===== config.mk =====
export PLATFORM = sky130hd
export DESIGN_NAME = sobel_glow_edge_pixel_top_flat
export DESIGN_NICKNAME = d
export VERILOG_FILES = /design/src/sge_pkg.sv /design/src/sge_if.sv /design/src/sge_front.sv /design/src/sge_queue.sv /design/src/sge_back.sv /design/src/sobel_glow_edge_pixel_top.sv /design/src/flat_wrapper.sv
export SDC_FILE = /design/constraint.sdc
export NUM_CORES = 2
export LEC_CHECK = 0
export CAP_MARGIN = 20
export CORE_MARGIN = 2
export CORE_UTILIZATION = 40
export DETAILED_ROUTE_END_ITERATION = 12
export DONT_BUFFER_PORTS = 1
export GPL_TIMING_DRIVEN = 0
export HOLD_SLACK_MARGIN = 0.05
export SYNTH_ARGS = -nofsm -noshare
export SYNTH_HDL_FRONTEND = slang
export SYNTH_HIERARCHICAL = 1
export SYNTH_SLANG_ARGS = --single-unit

===== constraint.sdc =====
create_clock -name i_clk -period 13.85 [get_ports i_clk]
set_input_delay 0 -clock i_clk [delete_from_list [all_inputs] [get_ports i_clk]]
set_output_delay 0 -clock i_clk [all_outputs]
set_load 0.01 [all_outputs]

===== src/sge_pkg.sv =====
// Shared types, constants and helper functions of the Sobel edge glow block.
// Used by the interfaces, front, queue, back and top level; depends on nothing.
`default_nettype none
package sge_pkg;

    localparam int PIX_W = 8;
    localparam int VSUM_W = 10;
    localparam int DIFF_W = 9;
    localparam int WGT_W = 9;
    localparam int STR_W = 16;
    localparam int CFG_W = 16;
    localparam int CFG_IDX_W = 2;
    localparam int MAG_W = 11;
    localparam int PROD_W = MAG_W + STR_W;
    localparam int QDEPTH = 4;
    localparam int QAW = 2;

    localparam logic [PIX_W-1:0] PIX_MAX = 8'hFF;
    localparam logic [8:0] DIV_K = 9'd255;

    localparam logic [STR_W-1:0] RST_STRENGTH = 16'd256;
    localparam logic [WGT_W-1:0] RST_LUMA_R = 9'd77;
    localparam logic [WGT_W-1:0] RST_LUMA_G = 9'd150;
    localparam logic [WGT_W-1:0] RST_LUMA_B = 9'd29;

    typedef enum logic [CFG_IDX_W-1:0] {
        CFG_STRENGTH = 2'd0,
        CFG_LUMA_R   = 2'd1,
        CFG_LUMA_G   = 2'd2,
        CFG_LUMA_B   = 2'd3
    } t_cfg_idx;

    typedef struct packed {
        logic [PIX_W-1:0] top_red;
        logic [PIX_W-1:0] top_green;
        logic [PIX_W-1:0] top_blue;
        logic [PIX_W-1:0] mid_red;
        logic [PIX_W-1:0] mid_green;
        logic [PIX_W-1:0] mid_blue;
        logic [PIX_W-1:0] bottom_red;
        logic [PIX_W-1:0] bottom_green;
        logic [PIX_W-1:0] bottom_blue;
        logic             first_column;
        logic             last_column;
    } t_col;

    typedef struct packed {
        logic [PIX_W-1:0] glow_red;
        logic [PIX_W-1:0] glow_green;
        logic [PIX_W-1:0] glow_blue;
        logic             row_done;
    } t_pix;

    typedef struct packed {
        logic [STR_W-1:0] strength;
        logic [WGT_W-1:0] wr;
        logic [WGT_W-1:0] wg;
        logic [WGT_W-1:0] wb;
    } t_cfg;

    typedef struct packed {
        logic [VSUM_W-1:0]        vl;
        logic signed [DIFF_W-1:0] dl;
        logic signed [DIFF_W-1:0] dc;
        logic [VSUM_W-1:0]        vr;
        logic signed [DIFF_W-1:0] dr;
        logic [PIX_W-1:0]         luma;
        logic [3*PIX_W-1:0]       colour;
        logic                     done;
    } t_job;

    typedef struct packed {
        logic [1:0] n;
        t_job       j0;
        t_job       j1;
    } t_push;

    function automatic logic [PIX_W-1:0] luma_of(
        input logic [WGT_W-1:0] wr,
        input logic [WGT_W-1:0] wg,
        input logic [WGT_W-1:0] wb,
        input logic [PIX_W-1:0] r,
        input logic [PIX_W-1:0] g,
        input logic [PIX_W-1:0] b
    );
        logic [18:0] s;
        s = 19'(wr * r) + 19'(wg * g) + 19'(wb * b);
        return (|s[18:16]) ? PIX_MAX : s[15:8];
    endfunction

    function automatic logic [PIX_W-1:0] boost(
        input logic [PIX_W-1:0] c,
        input logic [PIX_W-1:0] l
    );
        logic signed [10:0] v;
        v = $signed({2'b00, c, 1'b0}) - $signed({3'b000, l});
        if (v[10]) begin
            return '0;
        end else if (|v[9:8]) begin
            return PIX_MAX;
        end
        return v[7:0];
    endfunction

endpackage
`default_nettype wire


===== src/sge_if.sv =====
// Valid/ready channel interfaces: column requests in, glow pixel requests out.
// Payload types come from sge_pkg.
`default_nettype none
interface sge_col_if;
    logic          valid;
    logic          ready;
    sge_pkg::t_col data;
    modport source (output valid, output data, input ready);
    modport sink (input valid, input data, output ready);
endinterface

interface sge_pix_if;
    logic          valid;
    logic          ready;
    sge_pkg::t_pix data;
    modport source (output valid, output data, input ready);
    modport sink (input valid, input data, output ready);
endinterface
`default_nettype wire


===== src/sge_front.sv =====
// Front: accepts columns, computes lumas and Sobel column sums, keeps the
// held columns and pushes zero, one or two pixel jobs. Depends on sge_pkg.
`default_nettype none
module sge_front (
    input  wire logic          i_clk,
    input  wire logic          i_rst_n,
    sge_col_if.sink            i_col,
    input  wire sge_pkg::t_cfg i_cfg,
    input  wire logic          i_space2,
    output sge_pkg::t_push     o_push
);

    logic                 r_a_valid;
    sge_pkg::t_col        r_a;
    logic                 r_b_valid;
    logic [7:0]           r_b_t;
    logic [7:0]           r_b_m;
    logic [7:0]           r_b_b;
    logic [23:0]          r_b_col;
    logic                 r_b_first;
    logic                 r_b_last;

    logic                 r_open;
    logic [9:0]           r_v0;
    logic [9:0]           r_v1;
    logic signed [8:0]    r_d0;
    logic signed [8:0]    r_d1;
    logic [7:0]           r_l;
    logic [23:0]          r_c;

    logic                 a_move;
    logic                 b_move;
    logic [9:0]           v;
    logic signed [8:0]    d;
    logic                 start;

    assign b_move = r_b_valid && i_space2;
    assign a_move = r_a_valid && (!r_b_valid || b_move);
    assign i_col.ready = !r_a_valid || a_move;

    assign v = 10'(r_b_t) + {1'b0, r_b_m, 1'b0} + 10'(r_b_b);
    assign d = $signed({1'b0, r_b_b}) - $signed({1'b0, r_b_t});
    assign start = r_b_first || !r_open;

    always_ff @(posedge i_clk) begin
        if (!i_rst_n) begin
            r_a_valid <= 1'b0;
            r_b_valid <= 1'b0;
            r_open <= 1'b0;
        end else begin
            if (i_col.ready) begin
                r_a_valid <= i_col.valid;
            end
            if (!r_b_valid || b_move) begin
                r_b_valid <= a_move;
            end
            if (b_move) begin
                r_open <= !r_b_last;
            end
        end
    end

    always_ff @(posedge i_clk) begin
        if (i_col.valid && i_col.ready) begin
            r_a <= i_col.data;
        end
        if (a_move) begin
            r_b_t <= sge_pkg::luma_of(i_cfg.wr, i_cfg.wg, i_cfg.wb,
                                      r_a.top_red, r_a.top_green, r_a.top_blue);
            r_b_m <= sge_pkg::luma_of(i_cfg.wr, i_cfg.wg, i_cfg.wb,
                                      r_a.mid_red, r_a.mid_green, r_a.mid_blue);
            r_b_b <= sge_pkg::luma_of(i_cfg.wr, i_cfg.wg, i_cfg.wb,
                                      r_a.bottom_red, r_a.bottom_green,
                                      r_a.bottom_blue);
            r_b_col <= {r_a.mid_red, r_a.mid_green, r_a.mid_blue};
            r_b_first <= r_a.first_column;
            r_b_last <= r_a.last_column;
        end
        if (b_move && !r_b_last) begin
            if (start) begin
                r_v0 <= v;
                r_d0 <= d;
            end else begin
                r_v0 <= r_v1;
                r_d0 <= r_d1;
            end
            r_v1 <= v;
            r_d1 <= d;
            r_l <= r_b_m;
            r_c <= r_b_col;
        end
    end

    always_comb begin
        o_push = '0;
        o_push.j1.vl = r_v1;
        o_push.j1.dl = r_d1;
        o_push.j1.dc = d;
        o_push.j1.vr = v;
        o_push.j1.dr = d;
        o_push.j1.luma = r_b_m;
        o_push.j1.colour = r_b_col;
        o_push.j1.done = 1'b1;
        if (start) begin
            o_push.j0.vl = v;
            o_push.j0.dl = d;
            o_push.j0.dc = d;
            o_push.j0.luma = r_b_m;
            o_push.j0.colour = r_b_col;
            o_push.j0.done = 1'b1;
        end else begin
            o_push.j0.vl = r_v0;
            o_push.j0.dl = r_d0;
            o_push.j0.dc = r_d1;
            o_push.j0.luma = r_l;
            o_push.j0.colour = r_c;
            o_push.j0.done = 1'b0;
        end
        o_push.j0.vr = v;
        o_push.j0.dr = d;
        if (b_move) begin
            priority if (start) begin
                o_push.n = r_b_last ? 2'd1 : 2'd0;
            end else begin
                o_push.n = r_b_last ? 2'd2 : 2'd1;
            end
        end
    end

`ifndef SYNTHESIS
    a_last_closes: assert property (@(posedge i_clk) disable iff (!i_rst_n)
        (o_push.n != 2'd0 && o_push.j0.done) |=> !r_open)
        else $error("span still open after final pixel pushed");
`endif

endmodule
`default_nettype wire


===== src/sge_queue.sv =====
// Job queue between front and back: up to two pushes and one pop per cycle.
// Depends on sge_pkg for the job type and depth.
`default_nettype none
module sge_queue (
    input  wire logic           i_clk,
    input  wire logic           i_rst_n,
    input  wire sge_pkg::t_push i_push,
    input  wire logic           i_pop,
    output logic                o_space2,
    output logic                o_valid,
    output sge_pkg::t_job       o_job
);

    sge_pkg::t_job              r_mem [sge_pkg::QDEPTH];
    logic [sge_pkg::QAW-1:0]    r_wr_ptr;
    logic [sge_pkg::QAW-1:0]    r_rd_ptr;
    logic [sge_pkg::QAW:0]      r_count;
    logic [sge_pkg::QAW-1:0]    wr_ptr1;
    logic                       pop;

    assign wr_ptr1 = r_wr_ptr + 1'b1;
    assign o_valid = r_count != '0;
    assign o_space2 = r_count <= (sge_pkg::QAW + 1)'(sge_pkg::QDEPTH - 2);
    assign o_job = r_mem[r_rd_ptr];
    assign pop = i_pop && o_valid;

    always_ff @(posedge i_clk) begin
        if (!i_rst_n) begin
            r_wr_ptr <= '0;
            r_rd_ptr <= '0;
            r_count <= '0;
        end else begin
            r_wr_ptr <= r_wr_ptr + sge_pkg::QAW'(i_push.n);
            if (pop) begin
                r_rd_ptr <= r_rd_ptr + 1'b1;
            end
            r_count <= r_count + (sge_pkg::QAW + 1)'(i_push.n)
                       - (sge_pkg::QAW + 1)'(pop);
        end
    end

    always_ff @(posedge i_clk) begin
        if (i_push.n != 2'd0) begin
            r_mem[r_wr_ptr] <= i_push.j0;
        end
        if (i_push.n == 2'd2) begin
            r_mem[wr_ptr1] <= i_push.j1;
        end
    end

`ifndef SYNTHESIS
    a_no_overflow: assert property (@(posedge i_clk) disable iff (!i_rst_n)
        (i_push.n != 2'd0) |-> o_space2)
        else $error("push into queue without room");
    a_count_bound: assert property (@(posedge i_clk) disable iff (!i_rst_n)
        r_count <= (sge_pkg::QAW + 1)'(sge_pkg::QDEPTH))
        else $error("queue count beyond depth");
`endif

endmodule
`default_nettype wire


===== src/sge_back.sv =====
// Back: three-stage pipeline from job to glow pixel (gain multiply, colour
// boost and multiply, divide by 255 into the output register). Uses sge_pkg.
`default_nettype none
module sge_back (
    input  wire logic                       i_clk,
    input  wire logic                       i_rst_n,
    input  wire logic                       i_q_valid,
    input  wire sge_pkg::t_job              i_job,
    input  wire logic [sge_pkg::STR_W-1:0]  i_strength,
    output logic                            o_pop,
    sge_pix_if.source                       o_pix
);

    logic                          r_s1_v;
    logic                          r_s2_v;
    logic                          r_s3_v;
    logic [sge_pkg::PROD_W-1:0]    r_s1_prod;
    logic [7:0]                    r_s1_l;
    logic [23:0]                   r_s1_c;
    logic                          r_s1_done;
    logic [15:0]                   r_s2_r;
    logic [15:0]                   r_s2_g;
    logic [15:0]                   r_s2_b;
    logic                          r_s2_done;
    sge_pkg::t_pix                 r_s3;

    logic                          advance;
    logic signed [10:0]            gx;
    logic signed [10:0]            gy;
    logic [10:0]                   ax;
    logic [10:0]                   ay;
    logic [sge_pkg::MAG_W-1:0]     mag_sum;
    logic [18:0]                   scaled;
    logic [7:0]                    mag;

    assign advance = !r_s3_v || o_pix.ready;
    assign o_pop = advance && i_q_valid;
    assign o_pix.valid = r_s3_v;
    assign o_pix.data = r_s3;

    assign gx = $signed({1'b0, i_job.vr}) - $signed({1'b0, i_job.vl});
    assign gy = 11'(i_job.dl) + 11'(i_job.dc <<< 1) + 11'(i_job.dr);
    assign ax = gx[10] ? 11'(-gx) : 11'(gx);
    assign ay = gy[10] ? 11'(-gy) : 11'(gy);
    assign mag_sum = ax + ay;

    assign scaled = r_s1_prod[sge_pkg::PROD_W-1:8];
    assign mag = (|scaled[18:8]) ? sge_pkg::PIX_MAX : scaled[7:0];

    function automatic logic [7:0] div255(input logic [15:0] p);
        logic [8:0] rem;
        logic [8:0] q;
        rem = {1'b0, p[7:0]} + {1'b0, p[15:8]};
        q = {1'b0, p[15:8]} + 9'(rem >= sge_pkg::DIV_K);
        return q[7:0];
    endfunction

    always_ff @(posedge i_clk) begin
        if (!i_rst_n) begin
            r_s1_v <= 1'b0;
            r_s2_v <= 1'b0;
            r_s3_v <= 1'b0;
        end else if (advance) begin
            r_s1_v <= i_q_valid;
            r_s2_v <= r_s1_v;
            r_s3_v <= r_s2_v;
        end
    end

    always_ff @(posedge i_clk) begin
        if (advance) begin
            r_s1_prod <= mag_sum * i_strength;
            r_s1_l <= i_job.luma;
            r_s1_c <= i_job.colour;
            r_s1_done <= i_job.done;
            r_s2_r <= sge_pkg::boost(r_s1_c[23:16], r_s1_l) * mag;
            r_s2_g <= sge_pkg::boost(r_s1_c[15:8], r_s1_l) * mag;
            r_s2_b <= sge_pkg::boost(r_s1_c[7:0], r_s1_l) * mag;
            r_s2_done <= r_s1_done;
            r_s3.glow_red <= div255(r_s2_r);
            r_s3.glow_green <= div255(r_s2_g);
            r_s3.glow_blue <= div255(r_s2_b);
            r_s3.row_done <= r_s2_done;
        end
    end

`ifndef SYNTHESIS
    a_stall_holds: assert property (@(posedge i_clk) disable iff (!i_rst_n)
        !advance |=> ($stable(r_s1_v) && $stable(r_s2_v) && r_s3_v))
        else $error("back pipeline moved while output stalled");
`endif

endmodule
`default_nettype wire


===== src/sobel_glow_edge_pixel_top.sv =====
// Top level of the Sobel edge glow block: configuration registers, front,
// job queue and back. Depends on sge_pkg, sge_if, sge_front, sge_queue, sge_back.
//
//   channel   dir  handshake      payload
//   i_col     in   valid/ready    one column: top, mid, bottom RGB, span marks
//   o_pix     out  valid/ready    one glow pixel RGB and row_done
//   i_cfg_*   in   write enable   register index 0..3, 16-bit data
//
// One column is taken per cycle while the queue has room; a last column yields
// two pixels, so a span of N columns gives N pixels. A pixel passes the front's
// column and luma registers, the queue and the back's gain, boost and divide
// stages. Synchronous reset restores default gain and weights. A stalled output
// holds the back pipeline; the front stops when the queue lacks room for two jobs.
`default_nettype none
module sobel_glow_edge_pixel_top (
    input  wire logic                          i_clk,
    input  wire logic                          i_rst_n,
    sge_col_if.sink                            i_col,
    sge_pix_if.source                          o_pix,
    input  wire logic                          i_cfg_we,
    input  wire logic [sge_pkg::CFG_IDX_W-1:0] i_cfg_idx,
    input  wire logic [sge_pkg::CFG_W-1:0]     i_cfg_data
);

    sge_pkg::t_cfg  r_cfg;
    sge_pkg::t_push push;
    logic           space2;
    logic           q_valid;
    sge_pkg::t_job  q_job;
    logic           pop;

    always_ff @(posedge i_clk) begin
        if (!i_rst_n) begin
            r_cfg.strength <= sge_pkg::RST_STRENGTH;
            r_cfg.wr <= sge_pkg::RST_LUMA_R;
            r_cfg.wg <= sge_pkg::RST_LUMA_G;
            r_cfg.wb <= sge_pkg::RST_LUMA_B;
        end else if (i_cfg_we) begin
            unique case (sge_pkg::t_cfg_idx'(i_cfg_idx))
                sge_pkg::CFG_STRENGTH: r_cfg.strength <= i_cfg_data;
                sge_pkg::CFG_LUMA_R: r_cfg.wr <= i_cfg_data[sge_pkg::WGT_W-1:0];
                sge_pkg::CFG_LUMA_G: r_cfg.wg <= i_cfg_data[sge_pkg::WGT_W-1:0];
                sge_pkg::CFG_LUMA_B: r_cfg.wb <= i_cfg_data[sge_pkg::WGT_W-1:0];
                default: r_cfg <= r_cfg;
            endcase
        end
    end

    sge_front u_front (
        .i_clk    (i_clk),
        .i_rst_n  (i_rst_n),
        .i_col    (i_col),
        .i_cfg    (r_cfg),
        .i_space2 (space2),
        .o_push   (push)
    );

    sge_queue u_queue (
        .i_clk    (i_clk),
        .i_rst_n  (i_rst_n),
        .i_push   (push),
        .i_pop    (pop),
        .o_space2 (space2),
        .o_valid  (q_valid),
        .o_job    (q_job)
    );

    sge_back u_back (
        .i_clk      (i_clk),
        .i_rst_n    (i_rst_n),
        .i_q_valid  (q_valid),
        .i_job      (q_job),
        .i_strength (r_cfg.strength),
        .o_pop      (pop),
        .o_pix      (o_pix)
    );

endmodule
`default_nettype wire

===== src/flat_wrapper.sv =====
// flat-port wrapper written by rule: the top's interface ports become plain ports
module sobel_glow_edge_pixel_top_flat 
  (i_clk, i_rst_n, i_cfg_we, i_cfg_idx, i_cfg_data, i_col_valid, i_col_data, i_col_ready, o_pix_valid, o_pix_data, o_pix_ready);
  sge_col_if i_col_i ();
  sge_pix_if o_pix_i ();
  input  wire logic i_clk;
  input  wire logic i_rst_n;
  input  wire logic i_cfg_we;
  input  wire logic [sge_pkg::CFG_IDX_W-1:0] i_cfg_idx;
  input  wire logic [sge_pkg::CFG_W-1:0] i_cfg_data;
  input wire logic [$bits(i_col_i.valid)-1:0] i_col_valid;
  input wire logic [$bits(i_col_i.data)-1:0] i_col_data;
  output wire logic [$bits(i_col_i.ready)-1:0] i_col_ready;
  output wire logic [$bits(o_pix_i.valid)-1:0] o_pix_valid;
  output wire logic [$bits(o_pix_i.data)-1:0] o_pix_data;
  input wire logic [$bits(o_pix_i.ready)-1:0] o_pix_ready;
  assign i_col_i.valid = i_col_valid;
  assign i_col_i.data = i_col_data;
  assign i_col_ready = i_col_i.ready;
  assign o_pix_valid = o_pix_i.valid;
  assign o_pix_data = o_pix_i.data;
  assign o_pix_i.ready = o_pix_ready;
  sobel_glow_edge_pixel_top u_core (.i_clk(i_clk), .i_rst_n(i_rst_n), .i_col(i_col_i), .o_pix(o_pix_i), .i_cfg_we(i_cfg_we), .i_cfg_idx(i_cfg_idx), .i_cfg_data(i_cfg_data));
endmodule

Word level (Yosys, flattened, before mapping)

Memories as Yosys holds them, arrays and structs flattened. A register that Yosys moved wholly into a read port is not among the register bits.
Index checks and enable logic that the tools add are counted.

Bits in writable memories: 320
Bits in registers: 384
Memories kept: 1
Bits of input ports: 97

Reductions and logical operators: 29
Mux-type cells: 38
Add/sub/neg operators: 29
$mul: 13
Order comparisons: 4
Equal/unequal tests: 4

Memory list:

| name                 | words | width | read ports | clocked after Yosys merged registers in | wr ports | RTL line        | RTL |
|---|---|---|---|---|---|---|---|
| u_core.u_queue.r_mem | 4     | 80    | 1          | 1                                       | 2        | sge_queue.sv:14 | `sge_pkg::t_job r_mem [sge_pkg::QDEPTH];` |

Operators by type and width:

| cell                                                | count |
|---|---|
| multiplier 9 x 8 -> 17 bit                          | 9 |
| 2-to-1 mux 8 bit                                    | 13 |
| adder 18 x 17 -> 19 bit                             | 3 |
| adder 17 x 17 -> 18 bit                             | 3 |
| multiplier 8 x 8 -> 16 bit                          | 3 |
| 2-to-1 mux 33 bit                                   | 1 |
| subtractor 9 x 8 -> 10 bit                          | 3 |
| 2-to-1 mux 28 bit                                   | 1 |
| adder 8 x 8 -> 9 bit                                | 3 |
| >= comparator 9 x 8 -> 1 bit, second input constant | 3 |
| multiplier 11 x 16 -> 27 bit                        | 1 |
| adder 8 x 1 -> 8 bit                                | 3 |
| 2-to-1 mux 11 bit                                   | 2 |
| negator 11 bit                                      | 2 |
| 2-to-1 mux 1 bit                                    | 14 |
| adder 11 bit                                        | 1 |
| adder 11 x 9 -> 11 bit                              | 1 |
| adder 9 x 10 -> 11 bit                              | 1 |
| OR reduction 11 bit                                 | 1 |
| subtractor 10 x 10 -> 11 bit                        | 1 |
| adder 10 x 8 -> 10 bit                              | 1 |
| adder 8 x 9 -> 10 bit                               | 1 |
| 2-to-1 mux 10 bit                                   | 1 |
| 2-to-1 mux 2 bit                                    | 5 |
| other kinds (18)                                    | 40 |

Longest topological paths before layout

Word-level depth: 8
Depth in mapped cells: 43
Mapped depth without buffers: 40

Cells and area by module

The synthesis kept the hierarchy.

By module, submodules not included:

| module                    | cells an instance | instances | seq. area each (um^2) | area an instance (um^2) |
|---|---|---|---|---|
| sge_front                 | 3,044             | 1         | 5,825.6               | 30,321.6 |
| sge_back                  | 2,043             | 1         | 3,843.7               | 19,379.8 |
| sge_queue                 | 828               | 1         | 9,789.4               | 15,890.2 |
| sobel_glow_edge_pixel_top | 173               | 1         | 860.8                 | 1,744.2 |

Worst setup path before layout

No wires, ideal clock.

Kind: register to register
From: register (tool-made name)
To: register u_core/u_back/r_s1_prod[24] (netlist bit) (data pin)
Required time: 13.583 ns
Data arrival time: 10.116 ns
Buffers on the path: 4
Slack: 3.467 ns
Cell stages (with the launch flop): 41
Cells stage by stage: dfxtp_1 clkbuf_1 buf_2 mux4_2 fa_1 ha_1 a21oi_2 o2111ai_4 a2111oi_4 o21bai_1 a21oi_1 clkbuf_1 o21ai_0 fa_1 a21oi_1 nor2_1 nor3_1 nor2_1 (+5 left out) and2_1 fa_1 inv_1 fa_1 fa_1 inv_1 fa_1 inv_1 fa_1 inv_1 ha_1 and4_1 a221oi_1 o21ai_0 a41oi_1 o21ai_0 a211oi_1 nor2_1

RTL lines:

| element              | RTL line       | RTL |
|---|---|---|
| to (signal assigned) | sge_back.sv:72 | `r_s1_prod <= mag_sum * i_strength;` |
| to (decl)            | sge_back.sv:17 | `logic [sge_pkg::PROD_W-1:0] r_s1_prod;` |

==> impl_metrics.sql <==
INSERT INTO impl_metrics (metric_group, metric, value, unit) VALUES
('synthesis', 'synth_top_cells_by_area', 'sky130_fd_sc_hd__edfxtp_1 28%, sky130_fd_sc_hd__fa_1 24%, sky130_fd_sc_hd__ha_1 10%, sky130_fd_sc_hd__inv_1 6.2%, sky130_fd_sc_hd__and2_1 5.0%', ''),
('clock_network', 'numCtsBuffers', '84', ''),
('hold_path', 'timing.hold.worst.class', 'in2reg', ''),
('synthesis', 'syn-num-nets', '7554', ''),
('clock_network', 'tritoncts', 'done', ''),
('clock_network', 'numClockSinks', '696', ''),
('synthesis', 'synth_ff_type', 'sky130_fd_sc_hd__edfxtp_1', ''),
('clock_network', 'htreeDepth', '3', ''),
('floorplan', 'die_w', '414', 'um'),
('finish', 'syn2layout_area_growth', '12.0', '%'),
('synthesis', 'synth.cell_area', '0.0673', 'mm2'),
('floorplan', 'floorplan.io_pins', '124', ''),
('floorplan', 'die-height', '414', 'um'),
('worst_setup_path', 'critical_path_required', '14.28', 'ns'),
('synthesis', 'synth_edf_count', '638', ''),
('synthesis', 'synth_top_cell_area_share', '0.285', ''),
('sta', 'tightestPinTransition', '1.15', 'ns'),
('clock_network', 'clk_pin_slew', '0.06', 'ns'),
('global_route', 'grt_max_degree', '65', ''),
('global_route', 'gr-total-overflow', '0', ''),
('hold_path', 'min_path_cells', '3', ''),
('global_route', 'grt_first_pass_wirelength', '279', 'mm'),
('placed_design', 'hpwlAfterDp', '139', 'mm'),
('worst_setup_path', 'timing.critical_path.slowest_stage_cell', 'sky130_fd_sc_hd__clkbuf_1', ''),
('drt', 'vias_per_cell', '5.11', ''),
('clock_network', 'cts_setup_buffers', '0', ''),
('synthesis', 'ys.warnings.count', '6', ''),
('floorplan', 'fp.dieArea', '0.172', 'mm2'),
('job', 'cap_violations', '0', ''),
('placed_design', 'numPortBuffers', '0', ''),
('global_route', 'grt_use_total', '0.212', ''),
('run_status', 'status', 'complete, no violations', ''),
('drt', 'post_drt_wl_per_cell', '20.7', 'um'),
('worst_setup_path', 'end_kind', 'register', ''),
('drt', 'num_vias', '44300', ''),
('worst_setup_path', 'path_common_cell', 'sky130_fd_sc_hd__fa_1', ''),
('floorplan', 'initial_core_utilization', '0.403', ''),
('worst_setup_path', 'timing.critical_path.arrival', '13.01', 'ns'),
('worst_setup_path', 'cpPeakStageDelay', '0.77', 'ns'),
('sta', 'maxSlewHeadroom', '0.233', ''),
('finish', 'nFillCells', '15400', ''),
('placed_design', 'gp_congestion', '0.892', ''),
('synthesis', 'synth_cells', '6088', ''),
('global_route', 'first_global_vias', '47200', ''),
('drt', 'drt.antenna.violating_nets', '0', ''),
('drt', 'drt_iter0_drc', '2829', ''),
('sta', 'number_of_setup_violations_in_the_final_report', '0', ''),
('sta', 'fin_crit_sh', '0.908', ''),
('sta', 'hold_viol_final', '0', ''),
('drt', 'detail_route.first_pass.iterations', '7', ''),
('worst_setup_path', 'type_of_the_worst_setup_path', 'reg2reg', ''),
('synthesis', 'seq_area_frac_synth', '0.302', ''),
('worst_setup_path', 'setup.worst_path.start_class', 'register', ''),
('drt', 'post-route-drc-count', '0', ''),
('synthesis', 'ys_ff_latch', '696', ''),
('sta', 'grt_setup_unrepaired', 'no', ''),
('finish', 'drive_gt1_frac', '0.102', ''),
('floorplan', 'coreArea', '0.167', 'mm2'),
('sta', 'fin_skew', '0.0346', 'ns'),
('sta', 'final.setup.tns', '0', 'ns'),
('synthesis', 'ys_types', '96', ''),
('finish', 'design.final.nets', '7865', ''),
('drt', 'finalWirelength', '180', 'mm'),
('sta', 'timing.final.crit_period', '12.57', 'ns'),
('floorplan', 'std_cell_rows', '150', ''),
('clock_network', 'cts-root-buf', 'sky130_fd_sc_hd__clkbuf_16', ''),
('finish', 'layout.cells.most_common_list', '1110 x sky130_fd_sc_hd__inv_1, 806 x sky130_fd_sc_hd__fa_1, 702 x sky130_fd_sc_hd__nand2_1', ''),
('synthesis', 'synth_largest_area_cell', 'sky130_fd_sc_hd__edfxtp_1', ''),
('sta', 'slew_limit_fails', '0', ''),
('clock_network', 'number_of_buffers_on_the_longest_clock_path', '3', ''),
('clock_network', 'clock_latency', '0.71', 'ns'),
('finish', 'most_frequent_standard_cell_in_the_layout_excluding_fill_and_tap_cells', 'sky130_fd_sc_hd__inv_1', ''),
('global_route', 'antenna_found_initial', '11', ''),
('synthesis', 'synth_async_sr_flop_share', '0', ''),
('synthesis', 'syn_area_per_cell', '11.1', 'um2'),
('sta', 'timing.fmax', '79.5', 'MHz'),
('worst_setup_path', 'timing.reg2reg.worst_path_depth', '40', ''),
('worst_setup_path', 'critPathMaxFanout', '10', '');
## synth_stat cells, types with 33 or more instances
cell and instances:
sky130_fd_sc_hd__ha_1 563, sky130_fd_sc_hd__and2_1 538, sky130_fd_sc_hd__buf_4 39, sky130_fd_sc_hd__inv_1 1110, sky130_fd_sc_hd__fa_1 806, sky130_fd_sc_hd__mux2_1 60, sky130_fd_sc_hd__nor2b_1 54, sky130_fd_sc_hd__xnor2_1 104
sky130_fd_sc_hd__xor2_1 62, sky130_fd_sc_hd__nand2_1 702, sky130_fd_sc_hd__nand3_1 33, sky130_fd_sc_hd__edfxtp_1 638, sky130_fd_sc_hd__nor2_1 160, sky130_fd_sc_hd__a21oi_1 97, sky130_fd_sc_hd__buf_2 42, sky130_fd_sc_hd__clkbuf_1 133
sky130_fd_sc_hd__dfxtp_1 58, sky130_fd_sc_hd__a21o_1 42, sky130_fd_sc_hd__mux4_2 80, sky130_fd_sc_hd__mux2_2 271, sky130_fd_sc_hd__mux2i_1 46, sky130_fd_sc_hd__o21ai_0 87
## stage by stage
| stage | cell area [um2] | setup slack, ns | hold WS [ns] | utilization | cells |
|---|---|---|---|---|---|
| 2_1_floorplan | 67300 | 3.47 | 0.0989 | - | 6088 |
| 3_3_place_gp | 70100 | 1.11 | 0.0989 | 0.419 | 8292 |
| 3_5_place_dp | 70700 | 1.25 | 0.0989 | 0.423 | 8325 |
| 4_1_cts | 75400 | 1.24 | 0.0745 | 0.451 | 8669 |
| 5_1_grt | 75400 | 0.645 | 0.115 | 0.451 | 8669 |
| 6_report | 75400 | 1.28 | 0.114 | 0.451 | 8680 |
## logic make-up after synthesis
family,count (synthesis),synth area share
buf+inv,1349,0.0797
xor+xnor,170,0.0227
other cells,1,0.0000557
flops,696,0.302
fa+ha+maj,1369,0.344
simple gates,1652,0.123
compound gates,394,0.0398
mux,457,0.0889
## critical path, delay by kind of cell (launching register included)
family	cells	cell delay [ns]
adders and majority gates	9	4.14
buffers and inverters	8	2.10
muxes	1	0.61
DFF	1	0.30
xor gates and xnor gates	2	0.85
AOI/OAI and AO/OA	14	3.45
and+or+nand+nor	6	0.81
## final cells by class
type,instances,area [um2],share of cell area
diodes,11,27.5,0.000365
plain buffers,238,1200,0.0159
clock buffers,106,2230,0.0295
clock inverters,46,494,0.00655
inverters,1111,4170,0.0553
multi-input cells,4043,41700,0.553
flip-flops and latches,696,20300,0.269
well taps,2204,2760,0.0366
repair buffers,225,2510,0.0333
## flip-flops by register name (all words and copies together), names as in the netlist, 10 cells and up, named ones only
| register | count |
|---|---|
| u_core/u_front/r_b_col | 24 |
| u_core/u_front/r_v1 | 10 |
| u_core/u_back/r_s2_g | 16 |
| u_core/u_back/r_s2_r | 16 |
| u_core/u_queue/r_mem | 320 |
| u_core/u_front/r_a | 74 |
| u_core/u_front/r_c | 24 |
| u_core/u_back/o_pix.data | 25 |
| u_core/u_back/r_s1_c | 24 |
| u_core/r_cfg | 43 |
| u_core/u_back/r_s2_b | 16 |
| u_core/u_front/r_v0 | 10 |
| u_core/u_back/r_s1_prod | 19 |
## what timing repair did
action	CTS	global route
hold buffers	192	0
endpoints found under the hold margin	166	0
resized for setup	0	0
## path summary, 6_finish.rpt
path | slack (ns) | endpoint | startpoint
min | 0.11 | u_core/r_cfg[10]$_SDFFE_PN1P_ | i_cfg_data[1]
min reg2reg | 0.42 | u_core/u_back/o_pix.data[0]$_DFFE_PN_ | u_core/u_back/r_s2_done$_DFFE_PN_
max reg2reg | 1.28 | u_core/u_back/r_s1_prod[24]$_DFFE_PN_ | register
max | 1.28 | u_core/u_back/r_s1_prod[24]$_DFFE_PN_ | register
## per-layer routing
layer  track usage  vias up  routed length [um]
li1              -    20300                   -
met2         0.372     1183               89900
met3        0.0261      311                9120
met4        0.0870        2                8180
met5             0        -                  13
met1         0.265    22500               72300
Power is left out: the tool's default activity adds up to more than one toggle a clock period on the data nets, which glitch-free logic cannot reach.
